[config.mk]
export PLATFORM = sky130hd
export DESIGN_NAME = multiply_blend_pixel_unit
export DESIGN_NICKNAME = d
export VERILOG_FILES = /design/src/rtl/core/mbp_pkg.sv /design/src/rtl/core/mbp_premul.sv /design/src/rtl/core/mbp_mix.sv /design/src/rtl/core/mbp_unpremul.sv /design/src/rtl/core/multiply_blend_pixel_unit.sv
export SDC_FILE = /design/constraint.sdc
export NUM_CORES = 2
export LEC_CHECK = 0
export BUFFER_PORTS_ARGS = -buffer_cell sky130_fd_sc_hd__buf_2
export CAP_MARGIN = 20
export CELL_PAD_IN_SITES_DETAIL_PLACEMENT = 0
export CELL_PAD_IN_SITES_GLOBAL_PLACEMENT = 2
export CORE_ASPECT_RATIO = 0.6
export CORE_MARGIN = 5
export CORE_UTILIZATION = 42
export CTS_CLUSTER_DIAMETER = 40
export DETAILED_ROUTE_END_ITERATION = 6
export HOLD_SLACK_MARGIN = 0.02
export PLACE_DENSITY = 0.94
export SLEW_MARGIN = 20
export SYNTH_ARGS = -nofsm -noshare
export SYNTH_HDL_FRONTEND = slang
export SYNTH_SLANG_ARGS = --single-unit
[constraint.sdc]
create_clock -name clock -period 7.8 [get_ports clock]
set_clock_uncertainty 0.2 [all_clocks]
set_input_delay 0.39 -clock clock [delete_from_list [all_inputs] [get_ports clock]]
set_output_delay 0.39 -clock clock [all_outputs]
set_load 0.02 [all_outputs]
[src/rtl/core/mbp_pkg.sv]
`default_nettype none

package mbp_pkg;

   // Latency from an accepted request to its response strobe, in cycles
   localparam int RESULT_LATENCY = 10;

   // Full-scale byte value
   localparam logic [7:0] FULL_SCALE = 8'd255;

   // Register indexes, decoded from paddr[2]
   localparam logic REG_SOURCE_OPACITY = 1'b0;
   localparam logic REG_TARGET_OPACITY = 1'b1;

   // Number of color channels (red, green, blue)
   localparam int NUM_CHANNELS = 3;

   typedef struct packed {
      logic [7:0] src_red;
      logic [7:0] src_green;
      logic [7:0] src_blue;
      logic [7:0] src_alpha;
      logic [7:0] dst_red;
      logic [7:0] dst_green;
      logic [7:0] dst_blue;
      logic [7:0] dst_alpha;
   } mbp_req_type;

   typedef struct packed {
      logic [7:0] out_red;
      logic [7:0] out_green;
      logic [7:0] out_blue;
      logic [7:0] out_alpha;
   } mbp_rsp_type;

   // Premultiplied channels and scaled alphas, index 0 is red
   typedef struct packed {
      logic [NUM_CHANNELS-1:0][7:0] sp;
      logic [NUM_CHANNELS-1:0][7:0] dp;
      logic [7:0]                   sa;
      logic [7:0]                   da;
   } mbp_premul_type;

   // Blended premultiplied channels and result alpha
   typedef struct packed {
      logic [NUM_CHANNELS-1:0][7:0] c;
      logic [7:0]                   ra;
   } mbp_mix_type;

   // Byte product round(a*b/255); x/255 for x below 65535 is (x + 1 + (x >> 8)) >> 8
   function automatic logic [7:0] bmul(input logic [7:0] a, input logic [7:0] b);
      logic [15:0] x;
      logic [16:0] y;
      x = {8'b0, a} * {8'b0, b} + 16'd127;
      y = {1'b0, x} + 17'd1 + {9'b0, x[15:8]};
      return y[15:8];
   endfunction

endpackage

`default_nettype wire

[src/rtl/core/mbp_premul.sv]
`default_nettype none

module mbp_premul (
   input  wire                  clock,
   input  wire                  reset,
   input  wire                  in_valid,
   input  mbp_pkg::mbp_req_type in_data,
   input  wire [7:0]            source_opacity,
   input  wire [7:0]            target_opacity,
   output logic                 out_valid,
   output mbp_pkg::mbp_premul_type out_data
);
   import mbp_pkg::*;

   logic        a_valid_ff;
   mbp_req_type a_pix_ff;
   logic [7:0]  a_sa_in;
   logic [7:0]  a_da_in;
   logic [7:0]  a_sa_ff;
   logic [7:0]  a_da_ff;

   logic           b_valid_ff;
   mbp_premul_type b_data_in;
   mbp_premul_type b_data_ff;

   // Scale both alphas by their layer opacity
   assign a_sa_in = bmul(in_data.src_alpha, source_opacity);
   assign a_da_in = bmul(in_data.dst_alpha, target_opacity);

   // Premultiply each color channel by its scaled alpha
   always_comb begin
      b_data_in.sp[0] = bmul(a_pix_ff.src_red,   a_sa_ff);
      b_data_in.sp[1] = bmul(a_pix_ff.src_green, a_sa_ff);
      b_data_in.sp[2] = bmul(a_pix_ff.src_blue,  a_sa_ff);
      b_data_in.dp[0] = bmul(a_pix_ff.dst_red,   a_da_ff);
      b_data_in.dp[1] = bmul(a_pix_ff.dst_green, a_da_ff);
      b_data_in.dp[2] = bmul(a_pix_ff.dst_blue,  a_da_ff);
      b_data_in.sa    = a_sa_ff;
      b_data_in.da    = a_da_ff;
   end

   // Advance valid bits
   always_ff @(posedge clock) begin
      if (reset) begin
         a_valid_ff <= 1'b0;
         b_valid_ff <= 1'b0;
      end else begin
         a_valid_ff <= in_valid;
         b_valid_ff <= a_valid_ff;
      end
   end

   // Advance payload
   always_ff @(posedge clock) begin
      a_pix_ff  <= in_data;
      a_sa_ff   <= a_sa_in;
      a_da_ff   <= a_da_in;
      b_data_ff <= b_data_in;
   end

   assign out_valid = b_valid_ff;
   assign out_data  = b_data_ff;

endmodule

`default_nettype wire

[src/rtl/core/mbp_mix.sv]
`default_nettype none

module mbp_mix (
   input  wire                     clock,
   input  wire                     reset,
   input  wire                     in_valid,
   input  mbp_pkg::mbp_premul_type in_data,
   output logic                    out_valid,
   output mbp_pkg::mbp_mix_type    out_data
);
   import mbp_pkg::*;

   logic                         c_valid_ff;
   logic [NUM_CHANNELS-1:0][7:0] c_p0_in;
   logic [NUM_CHANNELS-1:0][7:0] c_p1_in;
   logic [NUM_CHANNELS-1:0][7:0] c_p2_in;
   logic [NUM_CHANNELS-1:0][7:0] c_p0_ff;
   logic [NUM_CHANNELS-1:0][7:0] c_p1_ff;
   logic [NUM_CHANNELS-1:0][7:0] c_p2_ff;
   logic [7:0]                   c_sa_ff;
   logic [7:0]                   c_da_ff;
   logic [7:0]                   c_sada_in;
   logic [7:0]                   c_sada_ff;

   logic        d_valid_ff;
   mbp_mix_type d_data_in;
   mbp_mix_type d_data_ff;
   logic [8:0]  d_alpha_sum;

   // Form the three product terms per channel and the alpha overlap
   always_comb begin
      for (int ch = 0; ch < NUM_CHANNELS; ch++) begin
         c_p0_in[ch] = bmul(in_data.sp[ch], in_data.dp[ch]);
         c_p1_in[ch] = bmul(in_data.sp[ch], FULL_SCALE - in_data.da);
         c_p2_in[ch] = bmul(in_data.dp[ch], FULL_SCALE - in_data.sa);
      end
      c_sada_in = bmul(in_data.sa, in_data.da);
   end

   // Sum the terms with saturation; union of alphas
   always_comb begin
      logic [9:0] sum;
      for (int ch = 0; ch < NUM_CHANNELS; ch++) begin
         sum = {2'b0, c_p0_ff[ch]} + {2'b0, c_p1_ff[ch]} + {2'b0, c_p2_ff[ch]};
         d_data_in.c[ch] = (sum > {2'b0, FULL_SCALE}) ? FULL_SCALE : sum[7:0];
      end
      d_alpha_sum  = {1'b0, c_sa_ff} + {1'b0, c_da_ff} - {1'b0, c_sada_ff};
      d_data_in.ra = (d_alpha_sum > {1'b0, FULL_SCALE}) ? FULL_SCALE : d_alpha_sum[7:0];
   end

   // Advance valid bits
   always_ff @(posedge clock) begin
      if (reset) begin
         c_valid_ff <= 1'b0;
         d_valid_ff <= 1'b0;
      end else begin
         c_valid_ff <= in_valid;
         d_valid_ff <= c_valid_ff;
      end
   end

   // Advance payload
   always_ff @(posedge clock) begin
      c_p0_ff   <= c_p0_in;
      c_p1_ff   <= c_p1_in;
      c_p2_ff   <= c_p2_in;
      c_sa_ff   <= in_data.sa;
      c_da_ff   <= in_data.da;
      c_sada_ff <= c_sada_in;
      d_data_ff <= d_data_in;
   end

   assign out_valid = d_valid_ff;
   assign out_data  = d_data_ff;

endmodule

`default_nettype wire

[src/rtl/core/mbp_unpremul.sv]
`default_nettype none

module mbp_unpremul (
   input  wire                  clock,
   input  wire                  reset,
   input  wire                  in_valid,
   input  mbp_pkg::mbp_mix_type in_data,
   output logic                 out_valid,
   output mbp_pkg::mbp_rsp_type out_data
);
   import mbp_pkg::*;

   localparam int DivBits     = 8;
   localparam int StepsPerStg = 2;
   localparam int DivStages   = DivBits / StepsPerStg;

   // Setup stage: numerator c*255 + ra/2, split into starting remainder and low bits
   logic                         e_valid_ff;
   logic [7:0]                   e_div_ff;
   logic                         e_zero_ff;
   logic [NUM_CHANNELS-1:0]      e_sat_in;
   logic [NUM_CHANNELS-1:0]      e_sat_ff;
   logic [NUM_CHANNELS-1:0][7:0] e_rem_in;
   logic [NUM_CHANNELS-1:0][7:0] e_low_in;
   logic [NUM_CHANNELS-1:0][7:0] e_rem_ff;
   logic [NUM_CHANNELS-1:0][7:0] e_low_ff;

   // Divider stages, two quotient bits each
   logic [DivStages-1:0]                         dv_ff;
   logic [DivStages-1:0][7:0]                    dd_ff;
   logic [DivStages-1:0]                         dz_ff;
   logic [DivStages-1:0][NUM_CHANNELS-1:0]       ds_ff;
   logic [DivStages-1:0][NUM_CHANNELS-1:0][7:0]  dr_in;
   logic [DivStages-1:0][NUM_CHANNELS-1:0][7:0]  dl_in;
   logic [DivStages-1:0][NUM_CHANNELS-1:0][7:0]  dq_in;
   logic [DivStages-1:0][NUM_CHANNELS-1:0][7:0]  dr_ff;
   logic [DivStages-1:0][NUM_CHANNELS-1:0][7:0]  dl_ff;
   logic [DivStages-1:0][NUM_CHANNELS-1:0][7:0]  dq_ff;

   logic                         rsp_valid_ff;
   logic [NUM_CHANNELS-1:0][7:0] rsp_col_in;
   mbp_rsp_type                  rsp_data_in;
   mbp_rsp_type                  rsp_data_ff;

   // Restoring division steps: returns {remainder, low bits, quotient}
   function automatic logic [23:0] div_steps(input logic [7:0] rem, input logic [7:0] low,
                                             input logic [7:0] quo, input logic [7:0] div);
      logic [8:0] t;
      logic [7:0] r;
      logic [7:0] l;
      logic [7:0] q;
      r = rem;
      l = low;
      q = quo;
      for (int k = 0; k < StepsPerStg; k++) begin
         t = {r, l[7]};
         l = {l[6:0], 1'b0};
         if (t >= {1'b0, div}) begin
            r = 8'(t - {1'b0, div});
            q = {q[6:0], 1'b1};
         end else begin
            r = t[7:0];
            q = {q[6:0], 1'b0};
         end
      end
      return {r, l, q};
   endfunction

   // Build numerator; a channel at or above a nonzero alpha clamps to full scale
   always_comb begin
      logic [15:0] num;
      for (int ch = 0; ch < NUM_CHANNELS; ch++) begin
         num = {in_data.c[ch], 8'b0} - {8'b0, in_data.c[ch]} + {9'b0, in_data.ra[7:1]};
         e_rem_in[ch] = num[15:8];
         e_low_in[ch] = num[7:0];
         e_sat_in[ch] = (in_data.c[ch] >= in_data.ra);
      end
   end

   // Run the divider stages
   always_comb begin
      for (int s = 0; s < DivStages; s++) begin
         for (int ch = 0; ch < NUM_CHANNELS; ch++) begin
            if (s == 0) begin
               {dr_in[s][ch], dl_in[s][ch], dq_in[s][ch]} =
                  div_steps(e_rem_ff[ch], e_low_ff[ch], 8'b0, e_div_ff);
            end else begin
               {dr_in[s][ch], dl_in[s][ch], dq_in[s][ch]} =
                  div_steps(dr_ff[s-1][ch], dl_ff[s-1][ch], dq_ff[s-1][ch], dd_ff[s-1]);
            end
         end
      end
   end

   // Select zero, clamp or quotient
   always_comb begin
      for (int ch = 0; ch < NUM_CHANNELS; ch++) begin
         if (dz_ff[DivStages-1]) begin
            rsp_col_in[ch] = 8'b0;
         end else if (ds_ff[DivStages-1][ch]) begin
            rsp_col_in[ch] = FULL_SCALE;
         end else begin
            rsp_col_in[ch] = dq_ff[DivStages-1][ch];
         end
      end
      rsp_data_in.out_red   = rsp_col_in[0];
      rsp_data_in.out_green = rsp_col_in[1];
      rsp_data_in.out_blue  = rsp_col_in[2];
      rsp_data_in.out_alpha = dd_ff[DivStages-1];
   end

   // Advance valid bits
   always_ff @(posedge clock) begin
      if (reset) begin
         e_valid_ff   <= 1'b0;
         dv_ff        <= '0;
         rsp_valid_ff <= 1'b0;
      end else begin
         e_valid_ff   <= in_valid;
         dv_ff        <= {dv_ff[DivStages-2:0], e_valid_ff};
         rsp_valid_ff <= dv_ff[DivStages-1];
      end
   end

   // Advance payload
   always_ff @(posedge clock) begin
      e_div_ff  <= in_data.ra;
      e_zero_ff <= (in_data.ra == 8'b0);
      e_sat_ff  <= e_sat_in;
      e_rem_ff  <= e_rem_in;
      e_low_ff  <= e_low_in;
      for (int s = 0; s < DivStages; s++) begin
         if (s == 0) begin
            dd_ff[s] <= e_div_ff;
            dz_ff[s] <= e_zero_ff;
            ds_ff[s] <= e_sat_ff;
         end else begin
            dd_ff[s] <= dd_ff[s-1];
            dz_ff[s] <= dz_ff[s-1];
            ds_ff[s] <= ds_ff[s-1];
         end
      end
      dr_ff       <= dr_in;
      dl_ff       <= dl_in;
      dq_ff       <= dq_in;
      rsp_data_ff <= rsp_data_in;
   end

   assign out_valid = rsp_valid_ff;
   assign out_data  = rsp_data_ff;

endmodule

`default_nettype wire

[src/rtl/core/multiply_blend_pixel_unit.sv]
`default_nettype none

// Multiply blend of two RGBA8 pixels (straight alpha in and out).
// Request: drive req_data with a source and a destination pixel and pulse
// start; the word is taken at any edge where start is high and busy is low.
// busy stays low, so a new pixel can be taken every cycle.
// Response: rsp_valid is high for exactly one cycle with the blended pixel on
// rsp_data; one response per request, in order. The receiver cannot stall:
// it must take each word as it appears. Throughput is one pixel per clock;
// each pixel passes through the ten-stage pipe (alpha scaling, premultiply,
// product terms, saturating sum, numerator setup, four two-bit stages of the
// un-premultiply divider, output register).
// Configuration: APB-style port, source_opacity at 0x0, target_opacity at 0x4,
// 8 bits each in pwdata[7:0]; change them only while no pixel is in flight.
// Reset (synchronous, active high) drops every pixel in flight and sets both
// opacities to 255.
module multiply_blend_pixel_unit (
   input  wire                  clock,
   input  wire                  reset,
   input  wire                  start,
   output logic                 busy,
   input  mbp_pkg::mbp_req_type req_data,
   output logic                 rsp_valid,
   output mbp_pkg::mbp_rsp_type rsp_data,
   input  wire                  psel,
   input  wire                  penable,
   input  wire                  pwrite,
   input  wire [2:0]            paddr,
   input  wire [31:0]           pwdata,
   output logic [31:0]          prdata,
   output logic                 pready
);
   import mbp_pkg::*;

   logic [7:0]     source_opacity_ff;
   logic [7:0]     target_opacity_ff;
   logic           csr_write;

   logic           pre_valid;
   mbp_premul_type pre_data;
   logic           mix_valid;
   mbp_mix_type    mix_data;

   // Register write and read-back
   assign pready    = 1'b1;
   assign csr_write = psel && penable && pwrite && pready;

   always_ff @(posedge clock) begin
      if (reset) begin
         source_opacity_ff <= FULL_SCALE;
         target_opacity_ff <= FULL_SCALE;
      end else if (csr_write) begin
         if (paddr[2] == REG_SOURCE_OPACITY) begin
            source_opacity_ff <= pwdata[7:0];
         end else begin
            target_opacity_ff <= pwdata[7:0];
         end
      end
   end

   always_comb begin
      if (paddr[2] == REG_TARGET_OPACITY) begin
         prdata = {24'b0, target_opacity_ff};
      end else begin
         prdata = {24'b0, source_opacity_ff};
      end
   end

   // Fully pipelined: never hold off a request
   assign busy = 1'b0;

   mbp_premul u_premul (
      .clock          (clock),
      .reset          (reset),
      .in_valid       (start && !busy),
      .in_data        (req_data),
      .source_opacity (source_opacity_ff),
      .target_opacity (target_opacity_ff),
      .out_valid      (pre_valid),
      .out_data       (pre_data)
   );

   mbp_mix u_mix (
      .clock     (clock),
      .reset     (reset),
      .in_valid  (pre_valid),
      .in_data   (pre_data),
      .out_valid (mix_valid),
      .out_data  (mix_data)
   );

   mbp_unpremul u_unpremul (
      .clock     (clock),
      .reset     (reset),
      .in_valid  (mix_valid),
      .in_data   (mix_data),
      .out_valid (rsp_valid),
      .out_data  (rsp_data)
   );

endmodule

`default_nettype wire

---- Yosys cells after proc, flatten, opt, wreduce, memory -nomap -nowiden ----
Cells that the tools add are included.
storage, ports and cells
  input port bits ......................... 105
  flip-flop bits (word level) ............. 590
  memories kept ........................... 0
  memory bits (writable) .................. 0
  bits in latches ......................... 0
  word-level logic and storage cells ...... 288
  ROM bits ................................ 0
  output and inout port bits .............. 67
cells by class
  add/subtract/negate cells ............... 91
  multipliers ............................. 18
  divide/modulo/power cells ............... 0
  reductions and logical operators ........ 5
  eq/ne operators ......................... 0
  bitwise logic cells ..................... 1
  $lt $le $gt $ge ......................... 31
  muxes and demuxes ....................... 49
  shift operators ......................... 0
operators with widths
  operator                 count
  $add A16 B1 Y16 const B  18
  $add A16 B7 Y16 const B  18
  $add A16 B8 Y16          18
  $mul A8 B8 Y16           18
  $ge A9 B8 Y1             24
  $mux W8                  25
  $sub A8 B8 Y8            21
  $add A16 B7 Y16          3
  $sub A16 B8 Y16          3
  $add A8 B8 Y9            4
  $add A10 B8 Y10          3
  $gt A10 B8 Y1 const B    3
  $ge A8 B8 Y1             3
  $mux W1                  24
  $sub A8 B8 Y8 const A    2
  $gt A9 B8 Y1 const B     1
  $sub A9 B8 Y9            1
  $logic_not A8 Y1         1
  $reduce_and A2 Y1        2
  $logic_and A1 B1 Y1      2
  $not A1 Y1               1

---- Logic depth before layout (Yosys ltp) ----
  depth in word-level cells ............... 5
  depth in mapped cells ................... 27
  gate-level depth less buffers ........... 25

---- Modules after synthesis ----
From an unflattened synthesis, not the netlist that was laid out.
second synthesis, totals
  cells, all modules ...................... 8,248
  area, all modules ....................... 74,057.3 um^2
modules (own cells, without submodules)
  module                     seq. area each (um^2)  area each (um^2)  times used  cells each
  mbp_mix                    2,602.5                31,630.3          1           3,626
  mbp_premul                 2,602.5                23,628.9          1           2,636
  mbp_unpremul               6,286.0                17,857.1          1           1,888
  multiply_blend_pixel_unit  320.3                  940.9             1           98

---- Worst setup path after synthesis ----
OpenSTA, ideal clock, no wires.
  path type ............................... reg2reg
  start ................................... register u_premul.a_da_ff[0]
  end ..................................... register u_premul.b_data_ff, in the netlist u_premul.out_data[38]
  required time ........................... 7.467 ns
  data arrival time ....................... 6.201 ns
  setup time .............................. 0.133 ns
  path slack .............................. 1.266 ns
  stages on the path, launching flop included .. 27
  clock period less this slack ............ 6.534 ns
  buffers on the path ..................... 1
  cell sequence ........................... dfxtp_1 clkbuf_1 nand2_1 fa_1 inv_1 fa_1 fa_1 inv_1 fa_1 inv_1 ha_1 o21a_1 a21oi_1 a2bb2oi_1 a21o_1 a21oi_1 xor2_1 inv_1 ha_1 and3_1 a221oi_1 nand2_1 a2bb2oi_1 maj3_1 a31oi_1 nor3b_1 xor2_1
RTL lines
  element                   RTL line          text
  start: declaration        mbp_premul.sv:20  logic [7:0] a_da_ff;
  start signal: assignment  mbp_premul.sv:57  a_da_ff <= a_da_in;
  end signal: assignment    mbp_premul.sv:58  b_data_ff <= b_data_in;
  end: declaration          mbp_premul.sv:24  mbp_premul_type b_data_ff;

==> impl_metrics.ini <==
[sta]
setup_viol = 0
finalCritPeriodShare_pct = 93.3
fmax_mhz = 137
period_minus_slack_ns = 7.27
final-hold-violation-count = 0
setup_tns_ns = 0
worst_slew_pin_slew_ns = 1.01
final_max_slew_viol_count = 0
rsz0062_at_grt = no
slew_headroom_pct = 32.5

[cells_and_area]
nNetsFinal = 10100
drive_gt1_share_pct = 6.73
area_growth_pct = 10.1
fillerInstances = 16400

[cts]
tritoncts = yes
htreeDepth = 3
cts_sinks = 590
numCtsBuffers = 88
root_buffer = clkbuf_16
clkTransAtPathRegs_ns = 0.06
clk_latency_ns = 0.74
cts_setup_buffers = 0
clockBufferDepth = 3

[global_routing]
grt_antenna_before_repair = 8
grt_pass1_wl_mm = 297
grt_max_degree = 34
overflow = 0
grt_pass1_vias = 55200
gr-usage-all-layers_pct = 19.9

[place]
dp_hpwl_mm = 147
portBuffers = 119
gp_congestion = 0.866

[yosys]
yosysWarnings = 0
netlist_top_cells_area = fa_1 22%, ha_1 17%, dfxtp_1 16%
syn_area_um2 = 72700
synth_edf_count = 0
yosys.area.top_type = fa_1
syn_area_per_cell_um2 = 9.06
async_reset_ff_share_pct = 0
netlist_instances = 8023
synth_top_area_share_pct = 21.9
yosysUniqueCellTypes = 99
seq_area_frac_synth_pct = 16.3
yosys_register_bits = 590
synth_flop_cell = dfxtp_1

[detailed_routing]
via_per_inst = 5.15
drc = 0
drtIter0Drc = 3319
post_drt_wl_per_cell_um = 17.0
vias = 54400
drtAntennaViolNets = 0
first_pass_iters = 5
routed_wl_mm = 179

[critical_path]
crit_type = flip-flop to flip-flop
worst_setup_path_start_kind = flip-flop
critPathArrivalTime_ns = 7.66
cp.required_ns = 8.19
cp_max_fo = 13
endpoint_kind = flip-flop

[die]
start_util_pct = 42.2
rows = 118
die_area_um2 = 182000
die_h_um = 332
ioPinCount = 172
die_w_um = 547
core-area_um2 = 172000

[run_status]
status = finished, final reports clean

[run]
drv_cap = 0

[min_path]
hold_path.class = input pin to flip-flop
cell type report:
type / instances / area [µm²] / share of cell area, %
Antenna cell: 3 / 7.51 / 0.00938
Tap cell: 2280 / 2850 / 3.57
Clock buffer: 95 / 2240 / 2.80
Sequential cell: 590 / 11800 / 14.8
Multi-Input combinational cell: 5971 / 55300 / 69.1
Timing Repair Buffer: 279 / 2030 / 2.54
Inverter: 1287 / 4830 / 6.04
Clock inverter: 68 / 961 / 1.20
cells in the final DEF, fill, tap and decap left out, types with 49 or more instances in the layout:
cell type and instances:
clkbuf_16 88, dlygate4sd3_1 73, inv_1 1285, a21oi_1 300, buf_4 83, nor2_1 276
ha_1 1014, fa_1 794, dfxtp_1 590, xnor2_1 340, nand4_1 49, nand3_1 96
mux2_2 130, nand2b_1 196, a21o_1 159, buf_2 119, xor2_1 186, and2_1 508
nand2_1 542, nor3_1 84, o21ai_0 209, o21bai_1 68, nor2b_1 345
critical path, stage by stage, from the launching register on:
cell       delay (ns)
dfxtp_1          0.75
nand2_1          0.17
fa_1             0.56
inv_1            0.05
fa_1             0.48
fa_1             0.54
inv_1            0.05
fa_1             0.48
inv_1            0.04
ha_1             0.32
o21a_1           0.22
a21oi_1          0.23
a2bb2oi_1        0.17
a21o_1           0.21
a21oi_1          0.16
xor2_1           0.30
inv_1            0.08
ha_1             0.29
and3_1           0.20
a221oi_1         0.33
nand2_1          0.10
a2bb2oi_1        0.18
maj3_1           0.36
a31oi_1          0.38
nor3b_1          0.12
xor2_1           0.16
synthesized netlist by cell type, types with 16 or more instances:
cell type,instances
xnor2_1,340
dfxtp_1,590
inv_1,1285
xor2_1,186
a21o_1,159
or3_1,22
a21oi_1,300
nand4_1,49
o21ai_0,210
nor3_1,84
a21boi_0,32
o21a_1,47
nor2b_1,345
nor2_1,276
mux2i_1,39
o211ai_1,26
nand2b_1,196
nor4_1,29
o21bai_1,68
or2_2,16
fa_1,794
a31oi_1,43
nor3b_1,20
ha_1,1014
nand3b_1,18
mux2_2,130
buf_4,26
a211o_1,19
and2_1,508
clkbuf_1,172
nand2_1,542
and3_1,44
nand3_1,96
a211oi_1,39
cells by family after synthesis:
logic type	count (synthesis)	synth area share, %
AO/OA/AOI/OAI	1119	10.2
XOR/XNOR	538	6.71
other	2	0.0103
flip-flops	590	16.3
AND/OR/NAND/NOR	2302	17.0
buffers and inverters	1486	7.81
multiplexers	169	2.55
adder cells (fa/ha/maj)	1817	39.5
path summary, 6_finish.rpt:
kind | start | end | slack, ns | cells past startpoint
max | u_premul.a_da_ff[0]$_DFF_P_ | u_premul.out_data[38]$_DFF_P_ | 0.53 | 25
min | paddr[2] | target_opacity_ff[5]$_SDFFE_PP1P_ | 0.1 | 5
max reg2reg | u_premul.a_da_ff[0]$_DFF_P_ | u_premul.out_data[38]$_DFF_P_ | 0.53 | 25
min reg2reg | u_unpremul.dl_ff[10]$_DFF_P_ | u_unpremul.dl_ff[36]$_DFF_P_ | 0.1 | 0
state kept, by name, indices dropped and copies added, names as in the netlist, 24 cells and up:
name / flops
u_unpremul.e_rem_ff: 24
u_premul.a_pix_ff: 48
u_unpremul.dl_ff: 36
u_unpremul.dq_ff: 60
u_unpremul.dr_ff: 72
u_mix.c_p2_ff: 24
u_mix.c_p0_ff: 24
u_unpremul.dd_ff: 32
u_mix.c_p1_ff: 24
u_unpremul.out_data: 32
u_mix.out_data: 32
u_premul.out_data: 64
per-stage QoR:
step	cell area, µm²	utilization [%]	hold slack, ns	instances	setup slack, ns
4_1_cts	80000	46.4	0.0229	10600	0.476
3_5_place_dp	76100	44.1	0.112	10300	0.542
6_report	80000	46.4	0.0974	10600	0.525
5_1_grt	80000	46.4	0.0662	10600	0.0644
3_3_place_gp	76100	44.1	0.111	10300	0.620
2_1_floorplan	72700	-	0.110	8047	1.27
per-layer routing:
metal | vias to the layer above | routed length, µm | part of all wire [%] | GRT usage (%)
met5 | - | 0 | 0 | 0
li1 | 26500 | - | - | -
met4 | 0 | 2840 | 1.6 | 3.63
met2 | 1298 | 65300 | 36 | 26.3
met1 | 26400 | 97300 | 54 | 32.3
met3 | 163 | 13800 | 7.7 | 4.58
repair_timing:
action                                 in CTS  in global routing
endpoints found under the hold margin      74                  0
hold buffers                               73                  0
resized for setup                           0                  1
setup endpoints to repair                   0                  4
Power is left out: the tool's default activity adds up to more than one toggle a clock period on the data nets, which glitch-free logic cannot reach.
